==> src/hw/rtl/sseq_pkg.sv <==
// shared types and constants of the stable sorted event queue
// no dependencies; imported by sseq_cell, stable_sorted_event_queue, sseq_checker and the testbench
`timescale 1ns / 1ps

package sseq_pkg;

   // default sizes, handed down through the top level parameters
   localparam int DEF_CAPACITY    = 32;
   localparam int DEF_SOURCE_BITS = 4;
   localparam int DEF_TIME_BITS   = 48;

   // request operation codes
   typedef enum logic [1:0] {
      OP_CLEAR = 2'd0,
      OP_PUSH  = 2'd1,
      OP_POP   = 2'd2,
      OP_NONE  = 2'd3
   } sseq_op_type;

   // response status codes
   typedef enum logic [1:0] {
      ST_OK    = 2'd0,
      ST_EMPTY = 2'd1,
      ST_FULL  = 2'd2,
      ST_RSVD  = 2'd3
   } sseq_status_type;

   // per-cycle command broadcast to every cell of the chain
   typedef struct packed {
      logic push;
      logic pop;
   } sseq_ctrl_type;

endpackage

==> src/hw/rtl/sseq_cell.sv <==
// one slot of the sorted chain: holds one event, compares it with the pushed time
// and trades contents with its neighbors; depends on sseq_pkg
`timescale 1ns / 1ps

module sseq_cell #(
   parameter int TIME_BITS   = 48,
   parameter int SOURCE_BITS = 4
) (
   input  logic                      clock,
   input  sseq_pkg::sseq_ctrl_type   ctrl,
   input  logic                      occupied,
   // event being pushed
   input  logic [TIME_BITS-1:0]      new_time,
   input  logic                      new_kind,
   input  logic [SOURCE_BITS-1:0]    new_source,
   // left neighbor (earlier slot)
   input  logic                      left_gt,
   input  logic [TIME_BITS-1:0]      left_time,
   input  logic                      left_kind,
   input  logic [SOURCE_BITS-1:0]    left_source,
   // right neighbor (later slot)
   input  logic [TIME_BITS-1:0]      right_time,
   input  logic                      right_kind,
   input  logic [SOURCE_BITS-1:0]    right_source,
   // own contents
   output logic                      gt,
   output logic [TIME_BITS-1:0]      slot_time,
   output logic                      slot_kind,
   output logic [SOURCE_BITS-1:0]    slot_source
);
   import sseq_pkg::*;

   logic [TIME_BITS-1:0]   time_ff, time_in;
   logic                   kind_ff, kind_in;
   logic [SOURCE_BITS-1:0] source_ff, source_in;

   // stored event is strictly later than the pushed one, so it moves right
   assign gt = occupied && (time_ff > new_time);

   // select next contents
   always_comb begin
      time_in   = time_ff;
      kind_in   = kind_ff;
      source_in = source_ff;
      if (ctrl.pop) begin
         time_in   = right_time;
         kind_in   = right_kind;
         source_in = right_source;
      end else if (ctrl.push) begin
         if (left_gt) begin
            time_in   = left_time;
            kind_in   = left_kind;
            source_in = left_source;
         end else if (gt || !occupied) begin
            time_in   = new_time;
            kind_in   = new_kind;
            source_in = new_source;
         end
      end
   end

   // payload storage, no reset needed
   always_ff @(posedge clock) begin
      time_ff   <= time_in;
      kind_ff   <= kind_in;
      source_ff <= source_in;
   end

   assign slot_time   = time_ff;
   assign slot_kind   = kind_ff;
   assign slot_source = source_ff;

endmodule

==> config.mk <==
export PLATFORM = sky130hd
export DESIGN_NAME = sseq_cell
export DESIGN_NICKNAME = d
export VERILOG_FILES = /design/src/hw/rtl/sseq_pkg.sv /design/src/hw/rtl/sseq_cell.sv
export SDC_FILE = /design/constraint.sdc
export NUM_CORES = 1
export LEC_CHECK = 0
export ABC_CLOCK_PERIOD_IN_PS = 4650
export BUFFER_PORTS_ARGS = -buffer_cell sky130_fd_sc_hd__buf_2
export CORE_AREA = 2 2 84 126
export DETAILED_ROUTE_END_ITERATION = 6
export DIE_AREA = 0 0 86 128
export PLACE_DENSITY_LB_ADDON = 0.2
export SYNTH_ARGS = -nofsm -noshare
export SYNTH_HDL_FRONTEND = slang
export SYNTH_SLANG_ARGS = --single-unit
==> constraint.sdc <==
create_clock -name clock -period 4.65 [get_ports clock]
set_input_delay 0.2325 -clock clock [delete_from_list [all_inputs] [get_ports clock]]
set_output_delay 0.2325 -clock clock [all_outputs]
set_load 0.05 [all_outputs]
==> flow_summary_export.csv, run 1 <==
group,metric,value,unit
cts,numCtsBuffers,5,
cts,ctsHoldBuffers,0,
worst_hold_path,worstHoldStart,"right_time[16]",
critical_path,arrival,3.24,ns
timing,finalCriticalPeriod,3.25,ns
timing,fin_worst_skew,0.00405,ns
timing,fin_tns_setup,0,ns
pwr,p_leak,2.80,nW
floorplan,rows,45,
cts,cts_max_level,2,
timing,hold_viol,0,
worst_hold_path,holdPathEnd,"slot_time[16]",
finish,area_delta_synth_final,34.1,%
detailed_routing,finalWirelength,10400,um
critical_path,required,4.64,ns
critical_path,reg2reg_from,"slot_time[46]",
finish,final_nets,823,
detailed_routing,ant_nets,0,
placement,place.gp.congestion,0.791,
timing,max_freq,308,MHz
critical_path,r2r_cells,8,
logic_synthesis,ys_top_cells_by_count,"61 x nand2_1, 56 x o21ai_0, 53 x edfxtp_1, 53 x mux2i_1, 49 x inv_1",
logic_synthesis,synth_edf_count,53,
detailed_routing,drtIter0Drc,120,
placement,dpl_cell_area,5140,um2
critical_path,crit_type,"reg -> reg",
logic_synthesis,synth_area_leaders,"edfxtp_1 40%, ha_1 15%, mux2i_1 13%, o21ai_0 7.1%, nand2_1 5.8%",
cts,cts_tree,"built",
timing,rsz0062_at_grt,"false",
cts,clockRootBuffer,"clkbuf_16",
logic_synthesis,ys_ff_latch,53,
floorplan,dieHeight,128,um
logic_synthesis,synth_ff_type,"edfxtp_1",
cts,cts_setup_buffers,0,
timing,setup_violations,0,
logic_synthesis,ys_seq_area_frac,0.404,
floorplan,start_util,0.395,
logic_synthesis,synth.most_common_cell,"nand2_1",
critical_path,critPathMaxFanout,30,
run,max_cap_violations,0,
cts,cts.reportedPaths.clkPinSlew,0.07,ns
worst_hold_path,hold_path_depth,3,
critical_path,max_stage_delay,0.74,ns
global_route,antenna_found_initial,1,
timing,period_share,0.699,
detailed_routing,drc,0,
cts,insertion_delay,0.29,ns
pwr,p_comb_frac,0.363,
critical_path,slowest_stage,"a31oi_4",
global_route,grt_pass1_wl,16300,um
logic_synthesis,synth.cell_area,3940,um2
placement,portBuffers,217,
logic_synthesis,synth_top_cell_by_area,"edfxtp_1",
pwr,switching_share,0.364,
logic_synthesis,syn_nets,615,
floorplan,die_w,86,um
pwr,intPower,0.976,mW
critical_path,rr_endpoint,"slot_time[0]",
logic_synthesis,yosysWarnings,0,
global_route,grt_pass1_vias,3607,
logic_synthesis,async_reset_ff_frac,0,
cts,cts_num_sinks,53,
global_route,grt_max_degree,77,
floorplan,boundaryPins,218,
finish,drive_above_1_share,0.384,
cts,clk_path_buf_depth,2,
status,status,"finished, final reports clean",
global_route,grt_overflow,0,
timing,tightest_slew,0.907,ns
detailed_routing,avgViaCountPerCell,4.95,
critical_path,r2r_slack,1.40,ns
logic_synthesis,avgSynthCellArea,9.78,um2
logic_synthesis,synth_top_area_frac,0.404,
detailed_routing,vias,3614,
pwr,clkPwrFrac,0.234,
critical_path,path_cells,"ha_1 > nand4_2 > nor4_2 > and3_1 > o31ai_1 > a32o_2 > a31oi_4 > buf_12",
critical_path,path_buf_inv,1,
timing,slew_viol_final,0,
logic_synthesis,syn_inst,403,
placement,hpwl,8630,um
floorplan,fp.coreArea,9970,um2
timing,maxSlewHeadroom,0.395,
detailed_routing,dr.pass1.iters,4,
pwr,power_frac_seq,0.403,
finish,final_area,5290,um2
cts,cts.repair.resized,0,
pwr,power_density,290,nW/um2
floorplan,dieArea,11000,um2
logic_synthesis,synth_cell_types,28,
critical_path,critPathLaunchType,"register",
critical_path,critPathTopFamily,"compound AO/OA/AOI/OAI gates",
global_route,track_usage,0.188,
detailed_routing,wl_per_cell,14.3,um
pwr,p_switching,0.559,mW
critical_path,end_kind,"register",
worst_hold_path,hold_class,"in -> reg",
pwr,vdd_ir_drop_max,152,uV
## logic make-up after synthesis
logic type / synth area share
AO/OA/AOI/OAI: 0.133
adder cells (fa/ha/maj): 0.152
buffers and inverters: 0.0654
flip-flops: 0.404
multiplexers: 0.135
AND/OR/NAND/NOR: 0.111
## through the flow
stage                     total power, mW   util  instances  setup slack (ns)  hold WS (ns)
after floorplan                      1.01      -        403             0.562         0.420
after global placement               1.18  0.516        721              1.50         0.514
after detailed placement             1.19  0.516        721              1.40         0.514
after CTS                            1.55  0.530        729              1.39         0.212
after global routing                 1.62  0.530        730              1.16         0.229
final                                1.53  0.530        730              1.40         0.217
## state kept, by name, summed over array words and instances, names as in the netlist
signal / cells
slot_source: 4
slot_kind: 1
slot_time: 48
## area by class of cell
type	instances	area, um2
Clock buffer	6	129
Fill cell	937	4680
Tap cell	117	146
Antenna cell	1	2.50
Inverter	49	184
Timing Repair Buffer	219	1120
Multi-Input combinational cell	283	2110
Clock inverter	2	10.0
Sequential cell	53	1590
## power groups by stage
stage | Combinational [mW] | Sequential, mW | Clock [mW]
6_report | 0.558 | 0.618 | 0.359
5_1_grt | 0.610 | 0.624 | 0.390
4_1_cts | 0.565 | 0.619 | 0.368
3_5_place_dp | 0.563 | 0.629 | 0
3_3_place_gp | 0.555 | 0.625 | 0
2_1_floorplan | 0.203 | 0.806 | 0
## worst min-delay path: cells and delay by family
| family | cells | cell delay (ns) |
|---|---|---|
| buffers and inverters | 1 | 0.07 |
| AND/OR/NAND/NOR | 1 | 0.04 |
| AO/OA/AOI/OAI | 1 | 0.05 |
## cell usage in the layout (no fill, tap or decap), types with 5 or more instances in the layout
cell type and n:
edfxtp_1 53, nand4_1 7, nor2_1 6, o21ai_0 56
nand3_1 6, nand2_1 61, buf_2 216, clkbuf_16 5
inv_1 49, mux2i_1 53, ha_1 48, a21oi_1 19
## worst max path at each step
| stage | from | to | slack, ns | depth (start not counted) |
|---|---|---|---|---|
| after floorplan | slot_time[46] | slot_kind | 0.56 | 7 |
| after global placement | slot_time[46] | slot_time[41] | 1.50 | 8 |
| after detailed placement | slot_time[46] | slot_time[4] | 1.40 | 8 |
| after CTS | slot_time[46] | slot_time[4] | 1.39 | 8 |
| after global routing | slot_time[46] | slot_time[0] | 1.16 | 8 |
| final | slot_time[46] | slot_time[0] | 1.40 | 8 |
## layer usage
layer,up-vias,part of all wire,global-route usage
met4,0,0.019,0.0598
met2,118,0.54,0.357
met3,14,0.058,0.0380
met5,-,0,0
li1,1870,-,-
met1,1612,0.38,0.203
Power figures use the tool's default switching activity.
==> run 2: changes to the inputs <==
- ABC_CLOCK_PERIOD_IN_PS: 4650 -> 3300
- CORE_AREA: 2 2 84 126 -> 2 2 80 120
- DIE_AREA: 0 0 86 128 -> 0 0 82 122
- clock period: 4.65 -> 3.3 ns (I/O delays scaled with it)
==> run 2 against run 1 <==
Against the previous run: global-route usage grew 1.7 points; sequential share of layout area shrank 0.35 points; largest cell class unchanged; count of clock-buffer cells in the layout is the same; first-iteration DRC count shrank 30%; power grew 42%; sequential power grew 41%; routed wire length shrank 0.19%; fmax grew 20%; via count grew 2.3%; combinational power grew 44%; clock skew grew 0.0024 ns; die area shrank 9.1%.
==> flow_summary_export.csv, run 2 (synthesis gave the netlist of run 1 again) <==
group,metric,value,unit
cts,cts_setup_buffers,0,
global_route,grt_overflow,0,
floorplan,die_w,82,um
cts,cts_max_level,2,
cts,cts.reportedPaths.clkPinSlew,0.07,ns
timing,maxSlewHeadroom,0.424,
critical_path,critPathMaxFanout,30,
finish,diodes,0,
detailed_routing,avgViaCountPerCell,5.10,
timing,hold_ws,0.154,ns
timing,period_share,0.818,
cts,cts_num_sinks,53,
timing,tightest_slew,0.864,ns
timing,slew_viol_final,0,
cts,cts_tree,"built",
detailed_routing,drc,0,
detailed_routing,ant_nets,0,
critical_path,arrival,2.65,ns
detailed_routing,finalWirelength,10400,um
timing,rsz0062_at_grt,"false",
critical_path,required,3.25,ns
timing,finalCriticalPeriod,2.70,ns
cts,insertion_delay,0.29,ns
cts,clockRootBuffer,"clkbuf_16",
timing,hold_viol,0,
global_route,antenna_found_initial,0,
cts,ctsHoldBuffers,0,
placement,place.gp.congestion,0.771,
placement,hpwl,8580,um
finish,fillers,831,
placement,portBuffers,217,
run,max_cap_violations,0,
placement,place_inst,718,
floorplan,dieHeight,122,um
floorplan,rows,43,
global_route,grt_pass1_vias,3610,
cts,cts.repair.resized,0,
placement,dpl_worst_slack,0.578,ns
pwr,p_leak,2.80,nW
floorplan,boundaryPins,218,
finish,fin_cells,725,
critical_path,end_kind,"register",
detailed_routing,vias,3698,
global_route,grt_max_degree,107,
critical_path,crit_type,"reg -> reg",
critical_path,path_cells,"ha_4 > nand4_1 > nor4_2 > and3_1 > o31ai_1 > a32o_2 > a31oi_4 > buf_4",
cts,clk_path_buf_depth,2,
finish,final_cell_mix,"216 x buf_2, 61 x nand2_1, 56 x o21ai_0",
critical_path,max_stage_delay,0.43,ns
timing,max_freq,370,MHz
pwr,vdd_ir_drop_max,265,uV
timing,fin_tns_setup,0,ns
worst_hold_path,hold_class,"in -> reg",
floorplan,dieArea,10000,um2
timing,setup_ws,0.600,ns
pwr,power_density,406,nW/um2
finish,area_delta_synth_final,35.7,%
finish,drive_above_1_share,0.393,
floorplan,fp.coreArea,9040,um2
detailed_routing,wl_per_cell,14.4,um
critical_path,slowest_stage,"edfxtp_1",
timing,setup_violations,0,
global_route,grt_pass1_wl,15700,um
finish,largest_register_ffs,48,
detailed_routing,drtIter0Drc,84,
finish,final_nets,825,
floorplan,start_util,0.436,
global_route,track_usage,0.204,
status,status,"finished, final reports clean",
finish,mostFrequentLayoutCell,"buf_2",
timing,fin_worst_skew,0.00648,ns
cts,numCtsBuffers,5,
detailed_routing,dr.pass1.iters,4,
finish,final_core_util,0.592,
critical_path,critPathLaunchType,"register",
## run 2: area by class of cell
class	instances	area, um2	share of cell area
Timing Repair Buffer	221	1120	0.209
Sequential cell	53	1590	0.298
Inverter	49	184	0.0344
Tap cell	112	140	0.0262
Clock buffer	6	129	0.0241
Clock inverter	1	3.75	0.000702
Multi-Input combinational cell	283	2180	0.408
## run 2: report_power, final
part	switching, mW	total, mW	internal [mW]	leakage [nW]
Sequential	0.0383	0.872	0.834	0.544
Clock	0.219	0.494	0.275	0.0644
Combinational	0.531	0.804	0.273	2.19
## run 2: worst max-delay path: cells and delay by family (launching register included)
kind / cells / cell delay, ns
AO/OA/AOI/OAI: 3 / 0.52
adder cells (fa/ha/maj): 1 / 0.30
buffers and inverters: 1 / 0.39
flip-flops: 1 / 0.43
AND/OR/NAND/NOR: 3 / 0.70
## run 2: per-layer routing
layer  global-route usage  wire, um  up-vias
li1                     -         -     1870
met1                0.220      3900     1661
met2                0.383      5530      142
met3               0.0348       676       25
met4               0.0813       309        0
met5                    0         0        -
## run 2: path summary, 6_finish.rpt
kind,slack [ns],to,startpoint,cells past startpoint
setup reg to reg,0.60,slot_time[5],slot_time[35],8
hold reg to reg,1.45,slot_time[31],slot_time[16],7
hold / removal,0.15,slot_time[13],right_time[13],3
setup / recovery,0.60,slot_time[5],slot_time[35],8
## run 2: per-stage QoR
stage          power (mW)  area, um2
2_1_floorplan        1.44       4030
4_1_cts              2.20       5350
6_report             2.17       5350
3_3_place_gp         1.67       5220
3_5_place_dp         1.70       5220
5_1_grt              2.30       5350
==> run 3: changes to the inputs <==
- ABC_AREA: default -> 1
- ABC_CLOCK_PERIOD_IN_PS: 3300 -> 2400
- CORE_AREA: 2 2 80 120 -> 2 2 85 127
- DIE_AREA: 0 0 82 122 -> 0 0 87 129
- clock period: 3.3 -> 2.4 ns (I/O delays scaled with it)
==> run 3 against run 2 <==
Against the previous run: synthesized cell count up 17%; sequential share of layout area down 1.8 points; clock skew down 0.00069 ns; largest power group unchanged.
==> flow_summary_export.csv, run 3 <==
group,metric,value,unit
logic_synthesis,avgSynthCellArea,8.60,um2
timing,hold_viol,0,
logic_synthesis,synth_ff_type,"edfxtp_1",
floorplan,boundaryPins,218,
timing,setup_violations,0,
cts,clk_path_buf_depth,2,
floorplan,dieArea,11200,um2
placement,hpwl,9080,um
floorplan,die_w,87,um
cts,cts_max_level,2,
status,status,"finished, final reports clean",
logic_synthesis,synth_top_area_frac,0.393,
placement,dpl_worst_slack,0.0959,ns
pwr,clkPwrFrac,0.224,
global_route,grt_pass1_vias,3794,
critical_path,end_kind,"register",
cts,cts_tree,"built",
logic_synthesis,synth_edf_count,53,
floorplan,start_util,0.402,
timing,finalCriticalPeriod,2.30,ns
finish,largest_register_ffs,48,
logic_synthesis,synth.cell_area,4050,um2
timing,maxSlewHeadroom,0.671,
timing,max_freq,435,MHz
critical_path,required,2.40,ns
run,max_cap_violations,0,
cts,cts.reportedPaths.clkPinSlew,0.07,ns
logic_synthesis,ys_seq_area_frac,0.393,
timing,slew_viol_final,0,
critical_path,arrival,2.30,ns
finish,final_area,5690,um2
finish,mostFrequentLayoutCell,"buf_2",
timing,rsz0062_at_grt,"true",
cts,numCtsBuffers,5,
placement,dpl_cell_area,5260,um2
logic_synthesis,yosysWarnings,0,
critical_path,crit_type,"reg -> reg",
detailed_routing,dr.pass1.iters,6,
finish,fillers,925,
floorplan,fp.coreArea,10100,um2
worst_hold_path,hold_class,"in -> reg",
cts,cts_num_sinks,53,
detailed_routing,avgViaCountPerCell,4.96,
finish,area_delta_synth_final,40.5,%
floorplan,dieHeight,129,um
global_route,track_usage,0.194,
pwr,p_leak,2.80,nW
logic_synthesis,ys_top_cells_by_count,"114 x nand2_1, 60 x inv_1, 53 x edfxtp_1",
cts,insertion_delay,0.28,ns
pwr,p_switching,1.13,mW
placement,portBuffers,217,
logic_synthesis,synth.most_common_cell,"nand2_1",
pwr,power_density,541,nW/um2
pwr,intPower,1.95,mW
cts,clockRootBuffer,"clkbuf_16",
cts,ctsHoldBuffers,0,
logic_synthesis,async_reset_ff_frac,0,
logic_synthesis,syn_nets,683,
pwr,p_comb_frac,0.388,
global_route,grt_pass1_wl,17000,um
finish,final_cell_mix,"215 x buf_2, 108 x nand2_1, 60 x inv_1",
logic_synthesis,ys_ff_latch,53,
timing,hold_ws,0.107,ns
pwr,power_frac_seq,0.388,
detailed_routing,drc,0,
pwr,vdd_ir_drop_max,315,uV
timing,tightest_slew,0.493,ns
logic_synthesis,synth_area_leaders,"edfxtp_1 39%, ha_1 15%, nand2_1 11%, o21a_1 8.5%, o211ai_1 8.3%",
global_route,grt_max_degree,51,
logic_synthesis,synth_cell_types,28,
detailed_routing,wl_per_cell,14.3,um
placement,place.gp.congestion,0.811,
pwr,switching_share,0.367,
logic_synthesis,synth_top_cell_by_area,"edfxtp_1",
detailed_routing,ant_nets,0,
timing,period_share,0.957,
critical_path,critPathMaxFanout,7,
detailed_routing,vias,3999,
logic_synthesis,syn_inst,471,
timing,setup_ws,0.104,ns
finish,drive_above_1_share,0.395,
finish,final_nets,900,
global_route,antenna_found_initial,1,
global_route,grt_overflow,0,
detailed_routing,drtIter0Drc,116,
timing,fin_worst_skew,0.00579,ns
critical_path,critPathLaunchType,"register",
floorplan,rows,45,
detailed_routing,finalWirelength,11500,um
==> run 3: cell types whose count changed after synthesis, moves of 15 or more <==
| cell | change |
|---|---|
| o21ai_0 | -54 |
| mux2i_1 | -53 |
| nand2_1 | +53 |
| o21a_1 | +46 |
| o211ai_1 | +44 |
| a21oi_1 | +17 |
| nor2_1 | +15 |
==> run 3: worst max-delay path, stage by stage (launching register included) <==
cell	delay [ns]
edfxtp_1	0.42
ha_4	0.30
nand2_2	0.04
inv_2	0.06
nand3_2	0.08
nor3_4	0.21
nand2_2	0.08
nor2_2	0.10
nand2_1	0.07
nand3_2	0.06
nand2_2	0.07
a21oi_4	0.18
buf_6	0.17
clkbuf_16	0.15
==> run 3: logic make-up after synthesis <==
| logic type | synth area share |
|---|---|
| AND/OR/NAND/NOR | 0.148 |
| flip-flops | 0.393 |
| AO/OA/AOI/OAI | 0.223 |
| adder cells (fa/ha/maj) | 0.148 |
| buffers and inverters | 0.0877 |
==> run 3: worst paths after layout <==
path                                     from       endpoint  slack (ns)  cells after the start
worst min register to register   slot_time[1]  slot_time[16]        1.27                      7
worst min-delay path            right_time[4]   slot_time[4]        0.11                      2
worst max register to register  slot_time[27]  slot_time[35]        0.10                     13
worst max-delay path            slot_time[27]  slot_time[35]        0.10                     13
==> run 3: metal layers <==
metal / vias to the layer above / global-route usage / share of wire
met5: - / 0 / 0
met4: 0 / 0.0809 / 0.028
met3: 20 / 0.0308 / 0.051
met2: 142 / 0.368 / 0.55
met1: 1782 / 0.206 / 0.37
li1: 2055 / - / -
==> run 3: power by group through the flow <==
stage / Combinational, mW / Sequential, mW / Clock, mW
final: 1.19 / 1.19 / 0.691
after detailed placement: 1.11 / 1.21 / 0
after global routing: 1.31 / 1.21 / 0.745
after CTS: 1.12 / 1.19 / 0.709
after floorplan: 0.430 / 1.54 / 0
after global placement: 1.09 / 1.20 / 0
==> run 3: cell type report <==
type / count / area, um2 / area share
flip-flops and latches: 53 / 1590 / 0.280
inverters: 66 / 248 / 0.0435
diodes: 1 / 2.50 / 0.000440
repair buffers: 232 / 1290 / 0.227
clock buffers: 5 / 125 / 0.0220
clock inverters: 3 / 12.5 / 0.00220
well taps: 117 / 146 / 0.0257
multi-input cells: 330 / 2270 / 0.400
==> run 3: per-stage QoR <==
stage	setup TNS [ns]	cells	power, mW	utilization
floorplan	-32.20	471	1.97	-
global placement	0	789	2.29	0.522
detailed placement	0	789	2.32	0.522
CTS	0	797	3.01	0.536
global route	-1.30	807	3.26	0.564
finish	0	807	3.08	0.564
==> run 3: repair_timing <==
item,in CTS,in global routing
gates resized for setup,0,25
endpoints found under the setup margin,0,54
endpoints found under the hold margin,0,0
setup buffers,0,5
